File: config.mk
export PLATFORM = sky130hd
export DESIGN_NAME = sliding_window_sender_unit
export DESIGN_NICKNAME = d
export VERILOG_FILES = /design/src/rtl/core/sws_pkg.sv /design/src/rtl/core/sws_front.sv /design/src/rtl/core/sws_frame_div.sv /design/src/rtl/core/sws_back.sv /design/src/rtl/core/sliding_window_sender_unit.sv
export SDC_FILE = /design/constraint.sdc
export NUM_CORES = 2
export LEC_CHECK = 0
export BUFFER_PORTS_ARGS = -buffer_cell sky130_fd_sc_hd__buf_2
export CELL_PAD_IN_SITES_DETAIL_PLACEMENT = 1
export CELL_PAD_IN_SITES_GLOBAL_PLACEMENT = 2
export CORE_AREA = 2 2 355 357
export CTS_CLUSTER_DIAMETER = 100
export CTS_CLUSTER_SIZE = 30
export DETAILED_ROUTE_END_ITERATION = 10
export DIE_AREA = 0 0 357 359
export PLACE_DENSITY = 0.67
export SYNTH_ARGS = -nofsm -noshare
export SYNTH_HDL_FRONTEND = slang
export SYNTH_SLANG_ARGS = --single-unit
File: constraint.sdc
create_clock -name clock -period 8.4 [get_ports clock]
set_clock_uncertainty 0.2 [all_clocks]
set_input_delay 0.84 -clock clock [delete_from_list [all_inputs] [get_ports clock]]
set_output_delay 0.84 -clock clock [all_outputs]
set_load 0.005 [all_outputs]
File: src/rtl/core/sws_pkg.sv
// Shared types and constants of the sliding window sender.
// Used by every module under rtl/core; depends on nothing else.
package sws_pkg;

   localparam int FRAME_BYTES = 1468;
   localparam int WINDOW_MAX  = 64;

   localparam int SEQ_W   = 22;
   localparam int LEN_W   = 11;
   localparam int WIN_W   = 7;
   localparam int MS_W    = 16;
   localparam int TOTAL_W = 32;
   localparam int IDX_W   = 2;

   localparam logic [SEQ_W-1:0] SEQ_MAX = {SEQ_W{1'b1}};
   localparam logic [MS_W-1:0]  MS_MAX  = {MS_W{1'b1}};

   // Configuration reset values.
   localparam logic [TOTAL_W-1:0] TOTAL_RST    = '0;
   localparam logic [WIN_W-1:0]   WINDOW_RST   = WIN_W'(8);
   localparam logic [MS_W-1:0]    TIMEOUT_RST  = MS_W'(40);
   localparam logic [MS_W-1:0]    MIN_RTT_RST  = MS_W'(20);

   // Register indexes on the configuration port.
   localparam logic [IDX_W-1:0] REG_TOTAL_BYTES     = 2'd0;
   localparam logic [IDX_W-1:0] REG_INITIAL_WINDOW  = 2'd1;
   localparam logic [IDX_W-1:0] REG_INITIAL_TIMEOUT = 2'd2;
   localparam logic [IDX_W-1:0] REG_MIN_RTT         = 2'd3;

   // Input mode codes.
   localparam logic [1:0] MODE_START = 2'd0;
   localparam logic [1:0] MODE_ACK   = 2'd1;
   localparam logic [1:0] MODE_TICK  = 2'd2;

   typedef enum logic [1:0] {
      CMD_START,
      CMD_ACK,
      CMD_TICK
   } cmd_kind_type;

   typedef struct packed {
      cmd_kind_type     kind;
      logic [SEQ_W-1:0] ack;
   } cmd_type;

   typedef struct packed {
      logic [TOTAL_W-1:0] total_bytes;
      logic [WIN_W-1:0]   initial_window;
      logic [MS_W-1:0]    initial_timeout;
      logic [MS_W-1:0]    min_rtt;
   } cfg_type;

   typedef struct packed {
      logic [SEQ_W-1:0] frame_count;
      logic [LEN_W-1:0] last_length;
   } div_result_type;

endpackage

File: src/rtl/core/sws_front.sv
// Front end of the sliding window sender: accepts input transactions,
// classifies them into commands and queues them for the back end.
// Depends on sws_pkg.
module sws_front (
   input  logic              clock,
   input  logic              reset,
   input  logic              req_tvalid,
   output logic              req_tready,
   input  logic [23:0]       req_tdata,  // [21:0] ack_value, [23:22] zero
   input  logic [1:0]        req_tuser,  // [1:0] mode
   output logic              cmd_valid,
   output sws_pkg::cmd_type  cmd,
   input  logic              cmd_pop
);

   sws_pkg::cmd_type queue_ff [2];
   logic             wr_ptr_ff;
   logic             rd_ptr_ff;
   logic [1:0]       count_ff;
   logic [1:0]       count_in;

   sws_pkg::cmd_type new_cmd;
   logic             keep;
   logic             push;
   logic             pop;

   always_comb begin
      new_cmd.ack  = req_tdata[sws_pkg::SEQ_W-1:0];
      new_cmd.kind = sws_pkg::CMD_START;
      keep         = 1'b1;
      case (req_tuser)
         sws_pkg::MODE_START: new_cmd.kind = sws_pkg::CMD_START;
         sws_pkg::MODE_ACK:   new_cmd.kind = sws_pkg::CMD_ACK;
         sws_pkg::MODE_TICK:  new_cmd.kind = sws_pkg::CMD_TICK;
         // The unused mode is accepted and dropped here.
         default:             keep = 1'b0;
      endcase
   end

   assign req_tready = (count_ff != 2'd2);
   assign push       = req_tvalid && req_tready && keep;
   assign pop        = cmd_pop && (count_ff != 2'd0);
   assign cmd_valid  = (count_ff != 2'd0);
   assign cmd        = queue_ff[rd_ptr_ff];

   always_comb begin
      count_in = count_ff;
      if (push && !pop) begin
         count_in = count_ff + 2'd1;
      end else if (pop && !push) begin
         count_in = count_ff - 2'd1;
      end
   end

   always_ff @(posedge clock) begin
      if (reset) begin
         wr_ptr_ff <= 1'b0;
         rd_ptr_ff <= 1'b0;
         count_ff  <= 2'd0;
      end else begin
         count_ff <= count_in;
         if (push) begin
            wr_ptr_ff <= !wr_ptr_ff;
         end
         if (pop) begin
            rd_ptr_ff <= !rd_ptr_ff;
         end
      end
   end

   always_ff @(posedge clock) begin
      if (push) begin
         queue_ff[wr_ptr_ff] <= new_cmd;
      end
   end

endmodule

File: src/rtl/core/sws_frame_div.sv
// Constant divider that turns the byte total into a frame count and the
// length of the last frame with a reciprocal multiply and a correction step.
// Depends on sws_pkg.
module sws_frame_div (
   input  logic                        clock,
   input  logic                        reset,
   input  logic                        start,
   input  logic [sws_pkg::TOTAL_W-1:0] total_bytes,
   output logic                        done,
   output sws_pkg::div_result_type     result
);

   localparam int TW     = sws_pkg::TOTAL_W;
   localparam int REM_W  = sws_pkg::LEN_W + 1;
   localparam int MAG_W  = TW + 1;
   localparam int PROD_W = 2 * TW;
   localparam logic [REM_W-1:0] DIVISOR   = REM_W'(sws_pkg::FRAME_BYTES);
   localparam logic [TW-1:0]    DIVISOR_W = TW'(sws_pkg::FRAME_BYTES);
   // The reciprocal is rounded down, so the first quotient estimate is
   // either exact or one below the true quotient.
   localparam logic [MAG_W-1:0] MAGIC = MAG_W'((64'd1 << TW) / sws_pkg::FRAME_BYTES);

   logic [3:0]        stage_ff;
   logic              done_ff;
   logic [TW-1:0]     dvd_ff;
   logic [PROD_W-1:0] prod_ff;
   logic [TW-1:0]     quot_ff;
   logic [REM_W-1:0]  rem_ff;

   logic [TW-1:0]     back_prod;
   logic [TW-1:0]     rem_wide;
   logic [TW:0]       count_wide;

   always_comb begin
      back_prod = quot_ff * DIVISOR_W;
      rem_wide  = dvd_ff - back_prod;
   end

   // Round up when a partial frame remains; a zero remainder means the last
   // frame is a whole one.
   always_comb begin
      count_wide = {1'b0, quot_ff} + {{TW{1'b0}}, (rem_ff != '0)};
      if (count_wide > {{(TW + 1 - sws_pkg::SEQ_W){1'b0}}, sws_pkg::SEQ_MAX}) begin
         result.frame_count = sws_pkg::SEQ_MAX;
      end else begin
         result.frame_count = count_wide[sws_pkg::SEQ_W-1:0];
      end
      if (rem_ff == '0) begin
         result.last_length = sws_pkg::LEN_W'(sws_pkg::FRAME_BYTES);
      end else begin
         result.last_length = rem_ff[sws_pkg::LEN_W-1:0];
      end
   end

   assign done = done_ff;

   always_ff @(posedge clock) begin
      if (reset) begin
         stage_ff <= '0;
         done_ff  <= 1'b0;
      end else begin
         stage_ff <= {stage_ff[2:0], start};
         done_ff  <= stage_ff[3];
      end
   end

   always_ff @(posedge clock) begin
      if (start) begin
         dvd_ff <= total_bytes;
      end
      if (stage_ff[0]) begin
         prod_ff <= PROD_W'(dvd_ff * MAGIC);
      end
      if (stage_ff[1]) begin
         quot_ff <= prod_ff[PROD_W-1:TW];
      end else if (stage_ff[3] && (rem_ff >= DIVISOR)) begin
         quot_ff <= quot_ff + TW'(1);
      end
      if (stage_ff[2]) begin
         rem_ff <= rem_wide[REM_W-1:0];
      end else if (stage_ff[3] && (rem_ff >= DIVISOR)) begin
         rem_ff <= rem_ff - DIVISOR;
      end
   end

endmodule

File: src/rtl/core/sws_back.sv
// Back end of the sliding window sender: holds the transfer state, runs the
// rounds and drives the registered result channel. Depends on sws_pkg.
module sws_back (
   input  logic                         clock,
   input  logic                         reset,
   input  logic                         cmd_valid,
   input  sws_pkg::cmd_type             cmd,
   output logic                         cmd_pop,
   input  sws_pkg::cfg_type             cfg,
   output logic                         div_start,
   input  logic                         div_done,
   input  sws_pkg::div_result_type      div_res,
   output logic                         rsp_tvalid,
   input  logic                         rsp_tready,
   output logic [sws_pkg::SEQ_W-1:0]    rsp_seq,
   output logic [sws_pkg::LEN_W-1:0]    rsp_len,
   output logic                         rsp_hdr,
   output logic                         rsp_done,
   output logic                         rsp_last
);

   localparam int SW = sws_pkg::SEQ_W;
   localparam int WW = sws_pkg::WIN_W;
   localparam int MW = sws_pkg::MS_W;
   localparam logic [WW-1:0] WIN_MIN = WW'(2);
   localparam logic [WW-1:0] WIN_TOP = WW'(sws_pkg::WINDOW_MAX);

   typedef enum logic [2:0] {
      ST_WAIT,
      ST_DIV,
      ST_HDR,
      ST_END,
      ST_ROUND,
      ST_BURST
   } state_type;

   typedef enum logic [1:0] {
      PH_IDLE,
      PH_HANDSHAKE,
      PH_RUNNING,
      PH_DONE
   } phase_type;

   state_type     state_ff;
   phase_type     phase_ff;
   logic [SW-1:0] base_ff;
   logic [SW-1:0] round_end_ff;
   logic [WW-1:0] window_ff;
   logic [MW-1:0] timeout_ff;
   logic [MW-1:0] rtt_ff;
   logic [MW-1:0] elapsed_ff;
   logic [SW-1:0] frames_ff;
   logic [sws_pkg::LEN_W-1:0] last_len_ff;
   logic          all_acked_ff;
   logic [SW-1:0] seq_ff;

   logic          rsp_valid_ff;
   logic [SW-1:0] rsp_seq_ff;
   logic [sws_pkg::LEN_W-1:0] rsp_len_ff;
   logic          rsp_hdr_ff;
   logic          rsp_done_ff;
   logic          rsp_last_ff;

   logic          out_free;
   logic [WW-1:0] win_start;
   logic [WW:0]   win_double;
   logic [WW-1:0] win_in;
   logic [SW-1:0] ack_clamped;
   logic [MW:0]   rtt_double;
   logic [MW-1:0] rtt_in;
   logic [MW-1:0] elapsed_in;
   logic [SW:0]   end_wide;
   logic [SW-1:0] round_end_in;
   logic [SW:0]   seq_next;
   logic          burst_last;
   logic [sws_pkg::LEN_W-1:0] frame_len;

   assign out_free  = !rsp_valid_ff || rsp_tready;
   assign cmd_pop   = (state_ff == ST_WAIT) && cmd_valid;
   assign div_start = cmd_pop && (cmd.kind == sws_pkg::CMD_START);

   always_comb begin
      win_start = cfg.initial_window;
      if (win_start < WIN_MIN) begin
         win_start = WIN_MIN;
      end else if (win_start > WIN_TOP) begin
         win_start = WIN_TOP;
      end

      win_double = {window_ff, 1'b0};
      if (all_acked_ff) begin
         win_in = (win_double > {1'b0, WIN_TOP}) ? WIN_TOP : win_double[WW-1:0];
      end else begin
         win_in = ((window_ff >> 1) < WIN_MIN) ? WIN_MIN : (window_ff >> 1);
      end

      ack_clamped = (cmd.ack > frames_ff) ? frames_ff : cmd.ack;

      rtt_double = {elapsed_ff, 1'b0};
      rtt_in     = rtt_double[MW] ? sws_pkg::MS_MAX : rtt_double[MW-1:0];

      elapsed_in = (elapsed_ff == sws_pkg::MS_MAX) ? elapsed_ff : (elapsed_ff + MW'(1));

      end_wide     = {1'b0, base_ff} + (SW + 1)'(window_ff);
      round_end_in = (end_wide > {1'b0, frames_ff}) ? frames_ff : end_wide[SW-1:0];

      seq_next   = {1'b0, seq_ff} + (SW + 1)'(1);
      burst_last = (seq_next[SW-1:0] == round_end_ff);
      frame_len  = (seq_next < {1'b0, frames_ff}) ?
                   sws_pkg::LEN_W'(sws_pkg::FRAME_BYTES) : last_len_ff;
   end

   always_ff @(posedge clock) begin
      if (reset) begin
         state_ff     <= ST_WAIT;
         phase_ff     <= PH_IDLE;
         base_ff      <= '0;
         round_end_ff <= '0;
         window_ff    <= sws_pkg::WINDOW_RST;
         timeout_ff   <= sws_pkg::TIMEOUT_RST;
         rtt_ff       <= sws_pkg::TIMEOUT_RST;
         elapsed_ff   <= '0;
         frames_ff    <= '0;
         last_len_ff  <= '0;
         all_acked_ff <= 1'b0;
         seq_ff       <= '0;
         rsp_valid_ff <= 1'b0;
      end else begin
         if (rsp_tready) begin
            rsp_valid_ff <= 1'b0;
         end
         case (state_ff)
            ST_WAIT: begin
               if (cmd_valid) begin
                  case (cmd.kind)
                     sws_pkg::CMD_START: begin
                        window_ff    <= win_start;
                        timeout_ff   <= cfg.initial_timeout;
                        rtt_ff       <= cfg.initial_timeout;
                        base_ff      <= '0;
                        round_end_ff <= '0;
                        elapsed_ff   <= '0;
                        phase_ff     <= PH_HANDSHAKE;
                        state_ff     <= ST_DIV;
                     end
                     sws_pkg::CMD_ACK: begin
                        if (phase_ff == PH_HANDSHAKE) begin
                           phase_ff <= PH_RUNNING;
                           base_ff  <= '0;
                           state_ff <= ST_ROUND;
                        end else if (phase_ff == PH_RUNNING && ack_clamped > base_ff) begin
                           base_ff <= ack_clamped;
                           rtt_ff  <= rtt_in;
                           if (ack_clamped >= round_end_ff) begin
                              all_acked_ff <= 1'b1;
                              state_ff     <= ST_END;
                           end
                        end
                     end
                     sws_pkg::CMD_TICK: begin
                        if (phase_ff == PH_HANDSHAKE) begin
                           state_ff <= ST_HDR;
                        end else if (phase_ff == PH_RUNNING) begin
                           elapsed_ff <= elapsed_in;
                           if (elapsed_in >= timeout_ff) begin
                              all_acked_ff <= 1'b0;
                              state_ff     <= ST_END;
                           end
                        end
                     end
                     default: begin
                     end
                  endcase
               end
            end
            ST_DIV: begin
               if (div_done) begin
                  frames_ff   <= div_res.frame_count;
                  last_len_ff <= div_res.last_length;
                  state_ff    <= ST_HDR;
               end
            end
            ST_HDR: begin
               if (out_free) begin
                  rsp_valid_ff <= 1'b1;
                  rsp_seq_ff   <= frames_ff;
                  rsp_len_ff   <= '0;
                  rsp_hdr_ff   <= 1'b1;
                  rsp_done_ff  <= 1'b0;
                  rsp_last_ff  <= 1'b1;
                  state_ff     <= ST_WAIT;
               end
            end
            ST_END: begin
               window_ff <= win_in;
               if (rtt_ff < cfg.min_rtt) begin
                  rtt_ff     <= cfg.initial_timeout;
                  timeout_ff <= cfg.initial_timeout;
               end else begin
                  timeout_ff <= rtt_ff;
               end
               state_ff <= ST_ROUND;
            end
            ST_ROUND: begin
               elapsed_ff <= '0;
               if (base_ff >= frames_ff) begin
                  // Everything is acknowledged: report completion once.
                  phase_ff     <= PH_DONE;
                  round_end_ff <= base_ff;
                  if (out_free) begin
                     rsp_valid_ff <= 1'b1;
                     rsp_seq_ff   <= '0;
                     rsp_len_ff   <= '0;
                     rsp_hdr_ff   <= 1'b0;
                     rsp_done_ff  <= 1'b1;
                     rsp_last_ff  <= 1'b1;
                     state_ff     <= ST_WAIT;
                  end
               end else begin
                  round_end_ff <= round_end_in;
                  seq_ff       <= base_ff;
                  state_ff     <= ST_BURST;
               end
            end
            ST_BURST: begin
               if (out_free) begin
                  rsp_valid_ff <= 1'b1;
                  rsp_seq_ff   <= seq_ff;
                  rsp_len_ff   <= frame_len;
                  rsp_hdr_ff   <= 1'b0;
                  rsp_done_ff  <= 1'b0;
                  rsp_last_ff  <= burst_last;
                  seq_ff       <= seq_next[SW-1:0];
                  if (burst_last) begin
                     state_ff <= ST_WAIT;
                  end
               end
            end
            default: begin
               state_ff <= ST_WAIT;
            end
         endcase
      end
   end

   assign rsp_tvalid = rsp_valid_ff;
   assign rsp_seq    = rsp_seq_ff;
   assign rsp_len    = rsp_len_ff;
   assign rsp_hdr    = rsp_hdr_ff;
   assign rsp_done   = rsp_done_ff;
   assign rsp_last   = rsp_last_ff;

endmodule

File: src/rtl/core/sliding_window_sender_unit.sv
// Top level of the sliding window sender: configuration registers and the
// front end, divider and back end. Depends on sws_pkg and the sws_ modules.
//
// Usage. Events arrive on the req_ stream: tuser carries the mode (start,
// ack, one ms tick), tdata the cumulative ack number. Send commands leave
// on the rsp_ stream: tdata carries sequence and payload length, tuser the
// header and completion flags, tlast marks the last result of one event.
// The csr_ channel writes the four registers and is always ready; write
// only while the block is idle.
// An event is registered in the front-end queue and leaves it when the back
// end waits. A start runs the reciprocal divide and the header is registered
// once it is done; a tick in the handshake resends it. An ack that ends a
// round or a tick that times it out passes the round end state, the ack that
// ends the handshake goes straight to the round start state, which reports
// completion or opens a burst; then one send command per cycle follows while
// the receiver is ready, up to the window size (at most 64). The front end
// queues two events, so two more transactions are taken while a burst is
// delivered. When the receiver stalls, the output register holds its
// transaction and the back end waits; the queue fills and req_tready drops.
// Reset is synchronous: the block goes idle with the default registers.
module sliding_window_sender_unit (
   input  logic        clock,
   input  logic        reset,
   input  logic        req_tvalid,
   output logic        req_tready,
   input  logic [23:0] req_tdata,  // [21:0] ack_value, [23:22] zero
   input  logic [1:0]  req_tuser,  // [1:0] mode
   output logic        rsp_tvalid,
   input  logic        rsp_tready,
   output logic [39:0] rsp_tdata,  // [21:0] send_seq, [32:22] send_length, [39:33] zero
   output logic [1:0]  rsp_tuser,  // [0] is_header, [1] transfer_done
   output logic        rsp_tlast,  // last_of_run
   input  logic        csr_valid,
   output logic        csr_ready,
   input  logic [1:0]  csr_index,
   input  logic [31:0] csr_data
);

   sws_pkg::cfg_type        cfg_ff;
   sws_pkg::cmd_type        cmd;
   sws_pkg::div_result_type div_res;
   logic                    cmd_valid;
   logic                    cmd_pop;
   logic                    div_start;
   logic                    div_done;
   logic [sws_pkg::SEQ_W-1:0] rsp_seq;
   logic [sws_pkg::LEN_W-1:0] rsp_len;
   logic                    rsp_hdr;
   logic                    rsp_done;

   assign csr_ready = 1'b1;

   always_ff @(posedge clock) begin
      if (reset) begin
         cfg_ff.total_bytes     <= sws_pkg::TOTAL_RST;
         cfg_ff.initial_window  <= sws_pkg::WINDOW_RST;
         cfg_ff.initial_timeout <= sws_pkg::TIMEOUT_RST;
         cfg_ff.min_rtt         <= sws_pkg::MIN_RTT_RST;
      end else if (csr_valid && csr_ready) begin
         case (csr_index)
            sws_pkg::REG_TOTAL_BYTES:
               cfg_ff.total_bytes <= csr_data;
            sws_pkg::REG_INITIAL_WINDOW:
               cfg_ff.initial_window <= csr_data[sws_pkg::WIN_W-1:0];
            sws_pkg::REG_INITIAL_TIMEOUT:
               cfg_ff.initial_timeout <= csr_data[sws_pkg::MS_W-1:0];
            sws_pkg::REG_MIN_RTT:
               cfg_ff.min_rtt <= csr_data[sws_pkg::MS_W-1:0];
            default: begin
            end
         endcase
      end
   end

   sws_front u_front (
      .clock      (clock),
      .reset      (reset),
      .req_tvalid (req_tvalid),
      .req_tready (req_tready),
      .req_tdata  (req_tdata),
      .req_tuser  (req_tuser),
      .cmd_valid  (cmd_valid),
      .cmd        (cmd),
      .cmd_pop    (cmd_pop)
   );

   sws_frame_div u_div (
      .clock       (clock),
      .reset       (reset),
      .start       (div_start),
      .total_bytes (cfg_ff.total_bytes),
      .done        (div_done),
      .result      (div_res)
   );

   sws_back u_back (
      .clock      (clock),
      .reset      (reset),
      .cmd_valid  (cmd_valid),
      .cmd        (cmd),
      .cmd_pop    (cmd_pop),
      .cfg        (cfg_ff),
      .div_start  (div_start),
      .div_done   (div_done),
      .div_res    (div_res),
      .rsp_tvalid (rsp_tvalid),
      .rsp_tready (rsp_tready),
      .rsp_seq    (rsp_seq),
      .rsp_len    (rsp_len),
      .rsp_hdr    (rsp_hdr),
      .rsp_done   (rsp_done),
      .rsp_last   (rsp_tlast)
   );

   assign rsp_tdata = {7'd0, rsp_len, rsp_seq};
   assign rsp_tuser = {rsp_done, rsp_hdr};

endmodule

-- Yosys cells after proc, flatten, opt, wreduce, memory -nomap -nowiden
Memories as Yosys holds them, arrays and structs flattened. A register that Yosys moved wholly into a read port is not among the register bits.
Index checks and enable logic that the tools add are counted.
- register bits: 407
- bits in writable memories: 48
- output and inout bits: 46
- memories kept: 1
- memory list (memory ; words ; bits a word ; read ports ; clocked after Yosys merged registers in ; wr ports ; line ; source):
    u_front.queue_ff ; 2 ; 24 ; 1 ; 1 ; 1 ; sws_front.sv:16 ; sws_pkg::cmd_type queue_ff [2];
- add/subtract/negate cells: 9
- $mul: 2
- $lt $le $gt $ge: 14
- equal/unequal tests: 46
- muxes and demuxes: 101
- bitwise gates (word level): 1
- reductions and logical operators: 52
- operator list (operator ; count):
    22-bit 2-to-1 mux ; 15
    16-bit 2-to-1 mux ; 11
    16-bit one-hot mux with 2 select lines ; 5
    22-bit one-hot mux with 2 select lines ; 3
    22-bit one-hot mux with 3 select lines ; 1
    11-bit 2-to-1 mux ; 5
    32-bit by 22-bit multiplier with 54-bit output (second input constant) ; 1
    22-bit greater-or-equal comparator ; 2
    22-bit > comparator ; 2
    7-bit 2-to-1 mux ; 6
    3-bit 2-to-1 mux ; 12
    32-bit by 1-bit adder with 33-bit output ; 1
    33-bit by 22-bit > comparator with 1-bit output (second input constant) ; 1
    11-bit one-hot mux with 3 select lines ; 1
    32-bit by 1-bit adder with 32-bit output (second input constant) ; 1
    32-bit by 9-bit multiplier with 10-bit output (second input constant) ; 1
    32-bit 2-to-1 mux ; 1
    12-bit 2-to-1 mux ; 2
    22-bit by 1-bit adder with 23-bit output (second input constant) ; 1
    22-bit by 7-bit adder with 23-bit output ; 1
    23-bit by 22-bit > comparator with 1-bit output ; 1
    23-bit by 22-bit < comparator with 1-bit output ; 1
    22-bit equality test ; 1
    1-bit 2-to-1 mux ; 22
    other kinds (49) ; 127

-- Depth between registers and ports, before layout
- word-level depth: 9
- gate-level depth with buffers: 23

-- Cells and area by module
Synthesis repeated with hierarchy kept, for this count alone.
- cell total of the unflattened synthesis: 4059
- area, all modules: 38288.0 µm²
- modules (own cells, without submodules) (module ; instances ; cells an instance ; area an instance (µm²) ; seq. area each (µm²)):
    sws_frame_div ; 1 ; 1827 ; 18432.7 ; 3042.9
    sws_back ; 1 ; 1845 ; 14836.7 ; 4304.1
    sliding_window_sender_unit ; 1 ; 285 ; 3035.4 ; 1421.4
    sws_front ; 1 ; 102 ; 1983.2 ; 1541.5

-- Worst setup path before layout
Ideal clock, no wire load.
- kind: register to register
- start point: reg u_div.dvd_ff[15]
- end point: reg u_div.prod_ff[47] (data pin)
- data arrival time: 6099 ps
- required time: 7935 ps
- setup slack: 1836 ps
- stages on the path, launching flop included: 24
- buffers on the path: 0
- cells stage by stage: edfxtp_1 > inv_1 > fa_1 > fa_1 > inv_1 > ha_1 > inv_1 > fa_1 > inv_1 > fa_1 > fa_1 > inv_1 > fa_1 > inv_1 > ha_1 > a2111oi_0 > o21ai_0 > a22oi_1 > a21oi_1 > o21ai_0 > a31oi_1 > o21ai_0 > o21ai_0 > xor2_1
- word-level cells in the longest chain between the ends: 1
- ends and longest elaborated chain (what ; line ; source):
    start: declaration ; sws_frame_div.sv:25 ; logic [TW-1:0] dvd_ff;
    start signal: assignment ; sws_frame_div.sv:69 ; dvd_ff <= total_bytes;
    32-bit by 22-bit multiplier with 54-bit output ; sws_frame_div.sv:72 ; prod_ff <= PROD_W'(dvd_ff * MAGIC);
    end signal: assignment ; sws_frame_div.sv:72 ;
    end: declaration ; sws_frame_div.sv:26 ; logic [PROD_W-1:0] prod_ff;
No other way between the ends.
A chain may end at the register's enable or synchronous reset.

-- Final worst setup path
- start point: reg u_div.dvd_ff[14]
- end point: reg u_div.prod_ff[47] (data pin)
The elaborated chain is that of the path after synthesis.

==> results by group <==
Global routing
  – Largest net degree at the start of global routing: 86
  – Grt ovf: 0
  – GRT Overall Usage: between 15 and 20%
  – Initial antenna violation count: 3
  – First-pass GRT wire length: 174,000 µm
  – Vias in the first global route: about 29,000

Clock network
  – CTS Hold Buffers Added: 0
  – Worst-skew pair later-pin latency: 0.66 ns
  – CTS clk-pin slew, worst paths: 0.12 ns
  – Post-CTS setup buffers: 0
  – TritonCTS clock tree: built
  – Clk sinks: approximately 420
  – H-tree level count: 1
  – Root buffer cell: clkbuf_16
  – Post-CTS sizing: 0
  – Longest Clk Path Bufs: 3
  – CTS Buf Count: 27

Synth
  – Sequential share of the synthesized area: 27.9%
  – Yosys reg bits: about 420
  – Post-synth top cells: inv_1, ha_1, fa_1, nand2_1, dfxtp_1
  – Post-synth EDFFs: between 150 and 200
  – Syn Area/Cell: 9.63 µm²
  – Most used DFF post-synth: dfxtp_1
  – Synth area leader: ha_1
  – Synth Instances: between 3,000 and 4,000
  – Yosys cell types: 101
  – Mapped cell area: 0.0370 mm²
  – Most frequent cell after synthesis: inv_1
  – Asr flop ratio synth: 0%
  – Top post-synthesis cells by area: ha_1, fa_1, edfxtp_1, dfxtp_1, inv_1
  – Warnings, synthesis: 0
  – Area share of the largest cell type after synthesis: 16.4%

STA
  – Min Tclk post-route: 7.55 ns
  – Slew HR: 20.8%
  – Final Slew Violations: 0
  – Hold Fails Final Rpt: 0
  – Unrepaired setup endpoints after global routing: false
  – Setup ws final: 0.846 ns
  – Worst Tran Pin Value: between 1 and 1.5 ns
  – Setup TNS: 0 ns
  – Final setup violation count: 0
  – Peak Freq: between 0.1 and 0.15 GHz
  – Period utilisation layout: about 90%
  – Hold_ws: 0.158 ns

Worst setup path
  – Critical path class: reg -> reg
  – CP Max Fanout: 6
  – Crit path launch type: register
  – Crit path arrival time: 7.77 ns
  – CP endpoint kind: register
  – CP Data Required Time: 8.62 ns

Floorplan
  – Core ar.: 0.125 mm²
  – Die W: about 360 µm
  – Starting density of the core: 29.7%
  – Die Height: between 300 and 400 µm
  – Die ar.: 0.128 mm²
  – FP Rows: 130
  – # IOs: 111

Routing
  – Met2 wire len: 50,400 µm
  – Avg WL per Cell: about 20 µm
  – DR DRC count: 0
  – Uppermost layer routed: met5
  – M1 WL: 56,200 µm
  – Post-Route WL: 111,000 µm
  – Initial drt markers: between 1,000 and 1,500
  – Vias per cell: 4.85
  – TritonRoute pass-1 iters: 6
  – DR vias: 26,900
  – Wire length on met3: 2860 µm
  – DRT antenna net count: 0

Placed design
  – DP HPWL: 89,200 µm
  – GPL Wtd Cong: 0.841
  – Place WS: 0.628 ns
  – Post-DP Area: 0.0394 mm²
  – Port bufs: 100

Layout
  – Diodes inserted: 0
  – Proportion of layout cells with a drive suffix above 1: 8.18%
  – Syn-to-layout area delta: 9.37%
  – Final instance area: 0.0405 mm²
  – Filler cells: 14,366
  – Final nets: 4,728

Min path
  – Hold Crit Class: in -> reg

Job
  – Maxcap violations: 0

Run status
  – Status: completed
through the flow:
stage	util [%]	cells
2_1_floorplan	-	3849
3_3_place_gp	31.6	5502
3_5_place_dp	31.6	5502
4_1_cts	32.5	5552
5_1_grt	32.5	5552
6_report	32.5	5552
logic make-up after synthesis:
| group | count (synthesis) | share of synthesized area, % |
|---|---|---|
| xor+xnor | 180 | 4.34 |
| flops | 424 | 27.9 |
| compound gates | 726 | 13.1 |
| other cells | 2 | 0.0203 |
| simple gates | 831 | 10.9 |
| fa+ha+maj | 782 | 32.5 |
| buf+inv | 800 | 8.45 |
| mux | 98 | 2.81 |
layout make-up:
| class | count | area [µm²] | area share (%) |
|---|---|---|---|
| tap | 1650 | 2060 | 5.10 |
| clock buffer | 28 | 679 | 1.68 |
| clock inverter | 22 | 403 | 0.996 |
| sequential | 424 | 10300 | 25.5 |
| inverter | 652 | 2450 | 6.05 |
| timing repair buffer | 151 | 892 | 2.21 |
| multi-input combinational | 2625 | 23700 | 58.5 |
state kept, by name (all words and copies together), names as in the netlist, 2 cells and up, named ones only:
| signal | flops |
|---|---|
| u_back.rsp_len | 11 |
| u_back.timeout_ff | 16 |
| u_back.window_ff | 7 |
| u_front.queue_ff | 48 |
| u_div.dvd_ff | 32 |
| u_div.stage_ff | 4 |
| u_div.prod_ff | 22 |
| u_back.last_len_ff | 11 |
| u_back.state_ff | 3 |
| u_back.rsp_seq | 22 |
| u_back.seq_ff | 22 |
| u_back.frames_ff | 22 |
| u_back.base_ff | 22 |
| u_back.rtt_ff | 16 |
| u_front.count_ff | 2 |
| u_div.rem_ff | 12 |
| u_back.phase_ff | 2 |
| u_back.elapsed_ff | 16 |
| cfg_ff | 71 |
| u_div.quot_ff | 32 |
| u_back.round_end_ff | 22 |
placed cells by master (no fill, tap or decap), types with 50 or more instances in the layout:
cell type,instances
inv_1,651
ha_1,484
fa_1,298
nand2_1,296
dfxtp_1,242
a21oi_1,203
nor2_1,190
edfxtp_1,182
o21ai_0,131
xnor2_1,112
buf_2,99
xor2_1,65
nand3_1,65
a21o_1,60
buf_4,51
mux2i_1,50
a22oi_1,50
worst paths after layout:
path	startpoint	end	slack, ns	depth (start not counted)
worst max-delay path	u_div.dvd_ff[14]$_DFFE_PP_	u_div.prod_ff[47]$_DFFE_PP_	0.85	23
worst min-delay path	req_tdata[1]	u_front.queue_ff[1][1]$_DFFE_PP_	0.16	1
worst max register to register	u_div.dvd_ff[14]$_DFFE_PP_	u_div.prod_ff[47]$_DFFE_PP_	0.85	23
worst min register to register	cfg_ff[63]$_SDFFE_PP0P_	u_div.dvd_ff[24]$_DFFE_PP_	0.23	0
routing by layer:
metal | vias up | GRT usage [%]
li1 | 13098 | -
met3 | 59 | 1.44
met1 | 13421 | 25.3
met2 | 320 | 28.1
met4 | 2 | 2.21
met5 | - | 0
critical path: stages, from the launching register on:
cell       delay (ns)
edfxtp_1         0.63
inv_1            0.32
fa_1             0.56
fa_1             0.51
inv_1            0.04
ha_1             0.26
inv_1            0.05
fa_1             0.51
inv_1            0.05
fa_1             0.47
fa_1             0.54
inv_1            0.06
fa_1             0.54
inv_1            0.05
ha_1             0.34
a2111oi_0        0.45
o21ai_0          0.17
a22oi_1          0.24
a21oi_1          0.19
o21ai_0          0.40
a31oi_1          0.20
o21ai_0          0.25
o21ai_0          0.13
xor2_1           0.15
Power is left out: the tool's default activity adds up to more than one toggle a clock period on the data nets, which glitch-free logic cannot reach.
